[src/design/rgbh_pkg.sv]
// Shared types, sizes and request codes of the RGB histogram counter.
// Used by the controller, the datapath and the top level; depends on nothing.
`default_nettype none

package rgbh_pkg;

	// Histogram geometry.
	localparam int BIN_COUNT  = 256;
	localparam int COUNT_BITS = 24;
	localparam int IDX_W      = (BIN_COUNT > 1) ? $clog2(BIN_COUNT) : 1;
	localparam int CHAN_W     = 8;
	localparam int OUT_W      = 24;
	localparam int NUM_CH     = 3;

	// Channel slots in the bank arrays.
	localparam int CH_RED   = 0;
	localparam int CH_GREEN = 1;
	localparam int CH_BLUE  = 2;

	localparam logic [COUNT_BITS-1:0] CNT_MAX   = '1;
	localparam logic [OUT_W-1:0]      OUT_MAX   = '1;
	localparam logic [CHAN_W:0]       BIN_LIMIT = (CHAN_W + 1)'(BIN_COUNT);

	// Request codes.
	typedef enum logic [1:0] {
		REQ_COUNT = 2'd0,
		REQ_READ  = 2'd1,
		REQ_CLEAR = 2'd2,
		REQ_NONE  = 2'd3
	} req_t;

	// Commands from the controller to the datapath.
	typedef struct packed {
		logic capture;
		logic execute;
		logic wipe;
	} ctrl_cmd_t;

	// Status from the datapath to the controller.
	typedef struct packed {
		logic clear_req;
		logic wipe_last;
	} ctrl_sts_t;

	// True when a channel byte addresses an existing bin.
	function automatic logic in_bins(input logic [CHAN_W-1:0] value);
		return {1'b0, value} < BIN_LIMIT;
	endfunction

	// Clamps a stored count to the width of the result field.
	function automatic logic [OUT_W-1:0] clamp_count(input logic [COUNT_BITS-1:0] c);
		logic [32:0] ext;
		ext = 33'(c);
		if (ext > 33'(OUT_MAX)) begin
			return OUT_MAX;
		end
		return ext[OUT_W-1:0];
	endfunction

endpackage

`default_nettype wire

[src/design/rgbh_ctrl.sv]
// Controller of the RGB histogram counter: accepts a request, sequences its
// bank access and runs the clearing pass. Depends on rgbh_pkg.
`default_nettype none

module rgbh_ctrl
	import rgbh_pkg::*;
(
	input  wire logic      clk,
	input  wire logic      arst_n,
	input  wire logic      start,
	input  wire ctrl_sts_t sts,
	output logic           busy,
	output ctrl_cmd_t      cmd
);

	typedef enum logic [2:0] {
		ST_WIPE   = 3'b001,
		ST_IDLE   = 3'b010,
		ST_ACCESS = 3'b100
	} state_t;

	state_t state_q;
	state_t state_d;

	// Next-state logic: each request passes through the access state, with a clearing
	// pass after reset and after a clear request.
	always_comb begin
		state_d = state_q;
		unique case (state_q)
			ST_WIPE: begin
				if (sts.wipe_last) begin
					state_d = ST_IDLE;
				end
			end
			ST_IDLE: begin
				if (start) begin
					state_d = ST_ACCESS;
				end
			end
			ST_ACCESS: begin
				state_d = sts.clear_req ? ST_WIPE : ST_IDLE;
			end
			default: begin
				state_d = ST_IDLE;
			end
		endcase
	end

	always_ff @(posedge clk or negedge arst_n) begin
		if (!arst_n) begin
			state_q <= ST_WIPE;
		end else begin
			state_q <= state_d;
		end
	end

	// Commands and status.
	assign busy        = (state_q != ST_IDLE);
	assign cmd.capture = (state_q == ST_IDLE) && start;
	assign cmd.execute = (state_q == ST_ACCESS);
	assign cmd.wipe    = (state_q == ST_WIPE);

endmodule

`default_nettype wire

[config.mk]
export PLATFORM = sky130hd
export DESIGN_NAME = rgbh_ctrl
export DESIGN_NICKNAME = d
export VERILOG_FILES = /design/src/design/rgbh_pkg.sv /design/src/design/rgbh_ctrl.sv
export SDC_FILE = /design/constraint.sdc
export NUM_CORES = 1
export LEC_CHECK = 0
export BUFFER_PORTS_ARGS = -buffer_cell sky130_fd_sc_hd__buf_2
export CAP_MARGIN = 30
export CORE_AREA = 4 4 41 43
export CTS_BUF_LIST = sky130_fd_sc_hd__clkbuf_8
export DETAILED_ROUTE_END_ITERATION = 10
export DIE_AREA = 0 0 45 47
export PLACE_DENSITY_LB_ADDON = 0.3
export SLEW_MARGIN = 20
export SYNTH_ARGS = -nofsm -noshare
export SYNTH_HDL_FRONTEND = slang
export SYNTH_SLANG_ARGS = --single-unit
[constraint.sdc]
create_clock -name clk -period 3.2 [get_ports clk]
set_input_delay 0.96 -clock clk [delete_from_list [all_inputs] [get_ports clk]]
set_output_delay 0.96 -clock clk [all_outputs]
set_load 0.02 [all_outputs]
# After elaboration in Yosys (flattened, before gate mapping)
# Cells that the tools add are included.
[totals]
elab_cells = 13
output_inout_bits = 4
in_bits = 5
register_bits = 3
[op_classes]
mux = 4
eq_ne = 6
reduce_logical = 2
[op_table]
columns = ["op", "n"]
rows = [
  ["$pmux 3 s3", 1],
  ["$mux 3", 2],
  ["$ne 2x2->1 const B", 2],
  ["$eq 3x1->1 const B", 1],
  ["$eq 3x2->1 const B", 1],
  ["$eq 3x3->1 const B", 1],
  ["$ne 3x2->1 const B", 1],
  ["$mux 2", 1],
  ["$reduce_and 2->1", 1],
  ["$logic_and 1x1->1", 1],
]

# Depth between registers and ports, before layout
[depth]
ltp_word = 3
mapped_depth = 2

# Worst setup path after synthesis
# No wires, ideal clock.
[synth_timing]
path_type = "input -> output"
start = "input port start"
end = "output port cmd[2] in the netlist's numbering"
path_stages = 1
setup_slack_ns = 0.524
arrival_ns = 1.716
cell_sequence = "nor4bb_1"
[synth_between]
elab_chain_len = 1
[synth_lines]
columns = ["item", "line_no", "text"]
rows = [
  ["start, declared", "rgbh_ctrl.sv:10", "input wire logic start,"],
  ["$logic_and 1x1->1", "rgbh_ctrl.sv:59", "assign cmd.capture = (state_q == ST_IDLE) && start;"],
  ["end, declared", "rgbh_ctrl.sv:13", "output ctrl_cmd_t cmd"],
]
# No other way between the ends.

==> metrics.cfg <==
[finish]
fillCellCount=155
top_register=state_q
largest_reg_flops=3
multi_input_area_um2=77.6
biggestRegsByFlops=state_q x3
diodes=0
seq_area_um2=76.3
area_growth_syn_to_layout_pct=67.5
finalNetCount=30
final_area_um2=258
fin_util_pct=19.8
layout-drive-gt1-share_pct=50.0

[pwr]
p_sw_uw=56.7
power_uw=205
powerDensity_mw_per_mm2=796
p_int_uw=149
swShare_pct=27.6
pwr-share-comb_pct=20.7
pwr-share-seq_pct=28.1
vdd_ir_drop_max_mv=0.238
p_leak_nw=0.126
p_clk_share_pct=51.3

[drt]
antenna_left=0
via_count=145
wl_um=379
drt-pass1-iter-count=1
avgViaCountPerCell=3.72
drt-wirelength-per-cell_um=9.72
drc_errors=0
drt_iter0_drc=0

[clock_tree]
cts_tree=built
clock-sinks=3
cts_hold_buf=0
path_clk_slew_ns=0.03
cts_buffers=3
root_buffer=clkbuf_8
post_cts.repair.setup_buffers=0
clk-insertion-delay-late_ns=0.21
h-tree-depth=1
clockBufferDepth=2
cts_resized=0

[sta]
final-max-slew-violation-count=0
fmax_mhz=396
final.setup.worst_slack_ns=0.673
finalSetupViolCount=0
hold_viol_final=0
min_period_over_period_pct=79.0
slew_headroom_pct=81.1
finalClockSkew_ns=0.00211
fin_tns_setup_ns=0
rsz0062_at_grt=false
worst_slew_pin_slew_ns=0.280
fin_crit_ns=2.53

[outcome]
status=complete, no violations

[setup_path]
criticalPathCategory=input port to output port
critical-path-max-stage-delay_ns=0.30
arrival_ns=1.57
worstSetupStartpoint=start
regToRegSetupSlack_ns=1.88
crit_slowest_cell=nor4bb_1
cp_max_fo=2
path_cells=buf_2, nor4bb_1, buf_2
endpoint_kind=output port
crit_path_end=cmd[2]
crit_required_ns=2.24
start_kind=input port
worstReg2RegEnd=state_q[1]
r2r-start=state_q[0]
cp_common_cell=buf_2
ff2ff_path_depth=2

[worst_hold_path]
timing.hold.worst.class=input port to asynchronous set/reset pin

[place]
post-place-ws_ns=0.680
gp_congestion=0.686
place_area_um2=213
port_buffers=8

[global_routing]
antenna_found_initial=0
grt.total_usage_pct=4.98
grt_pass1_vias=174
grt_start_max_net_pins=8
grt-ovfl-total=0
grt_pass1_wl_um=690

[synth]
syn_area_per_cell_um2=12.8
synthAdderAreaFrac_pct=0
synth_cells=12
synth_xor_area_share_pct=0
synth_top_cell_by_area=dfrtp_1
synth_edf_count=0
ys_ff_latch=3
yosysSeqAreaShare_pct=49.6
synth_top_area_share_pct=32.5
synth-compound-area-share_pct=0
synthMuxAreaShare_pct=0
synth-simple-area-share_pct=50.4
synth_nets=17
synth_ff_type=dfrtp_1
yosys_warnings=0
synthTopCellsByCount=dfrtp_1, nor3b_1, nor4bb_1
synthDistinctLibCells=9
synthArstFlopShare_pct=100
netlist_area_um2=154
synth_top_family_by_area=simple AND/OR/NAND/NOR gates
synthTopCellsByArea=dfrtp_1, dfstp_2, nor4bb_1, nor3b_1, nand4bb_1

[die]
die_w_um=45
ioPinCount=9
die_h_um=47
dieArea_mm2=0.00212
num_rows=13
initial_core_util_pct=11.8
core-area_mm2=0.00130

[flow_run]
maxCapViolCount=0

==> metrics by stage <==
stage                     instances  hold WS (ns)
after floorplan                  12         0.496
after CTS                        39         0.533
after global routing             39         0.533
final                            39         0.535
after global placement           35         0.544
after detailed placement         35         0.548
==> layer usage <==
metal  wire length, um  track usage [%]
met1               165             4.77
met5                 0                0
met2               203             6.78
met3                11             2.30
met4                 0             7.02
==> cell type report <==
class | instances | area share (%)
sequential | 3 | 29.6
tap | 15 | 7.28
clock buffer | 3 | 16.0
timing repair buffer | 8 | 15.5
clock inverter | 1 | 1.46
multi-input combinational | 9 | 30.1
==> worst min path at each step <==
stage | to | slack (ns) | cells after the start
floorplan | state_q[2] | 0.50 | 1
global placement | state_q[2] | 0.54 | 1
detailed placement | state_q[2] | 0.55 | 1
CTS | state_q[1] | 0.53 | 1
global route | state_q[1] | 0.53 | 1
finish | state_q[1] | 0.54 | 1
==> cells by family after synthesis <==
kind of cell,Yosys count
flip-flops,3
AND/OR/NAND/NOR,9
==> cells in the final DEF (no fill, tap or decap), drive strengths merged <==
cell type / n
buf: 8
dfrtp: 2
or4b: 1
nand2: 1
dfstp: 1
inv: 1
and3b: 1
clkbuf: 3
nor3b: 2
or3b: 1
nand4bb: 1
nor4bb: 2
==> power by group through the flow <==
stage / Combinational [mW] / Clock (mW) / Sequential (mW)
2_1_floorplan: 0.0300 / 0 / 0.0543
4_1_cts: 0.0433 / 0.107 / 0.0580
3_5_place_dp: 0.0432 / 0 / 0.0580
6_report: 0.0424 / 0.105 / 0.0576
5_1_grt: 0.0464 / 0.114 / 0.0607
3_3_place_gp: 0.0429 / 0 / 0.0576
==> worst max-delay path: cells and delay by family <==
kind | cells | cell delay, ns
buf+inv | 2 | 0.31
simple gates | 1 | 0.30
Note: power is estimated with default switching activity, not from simulation.
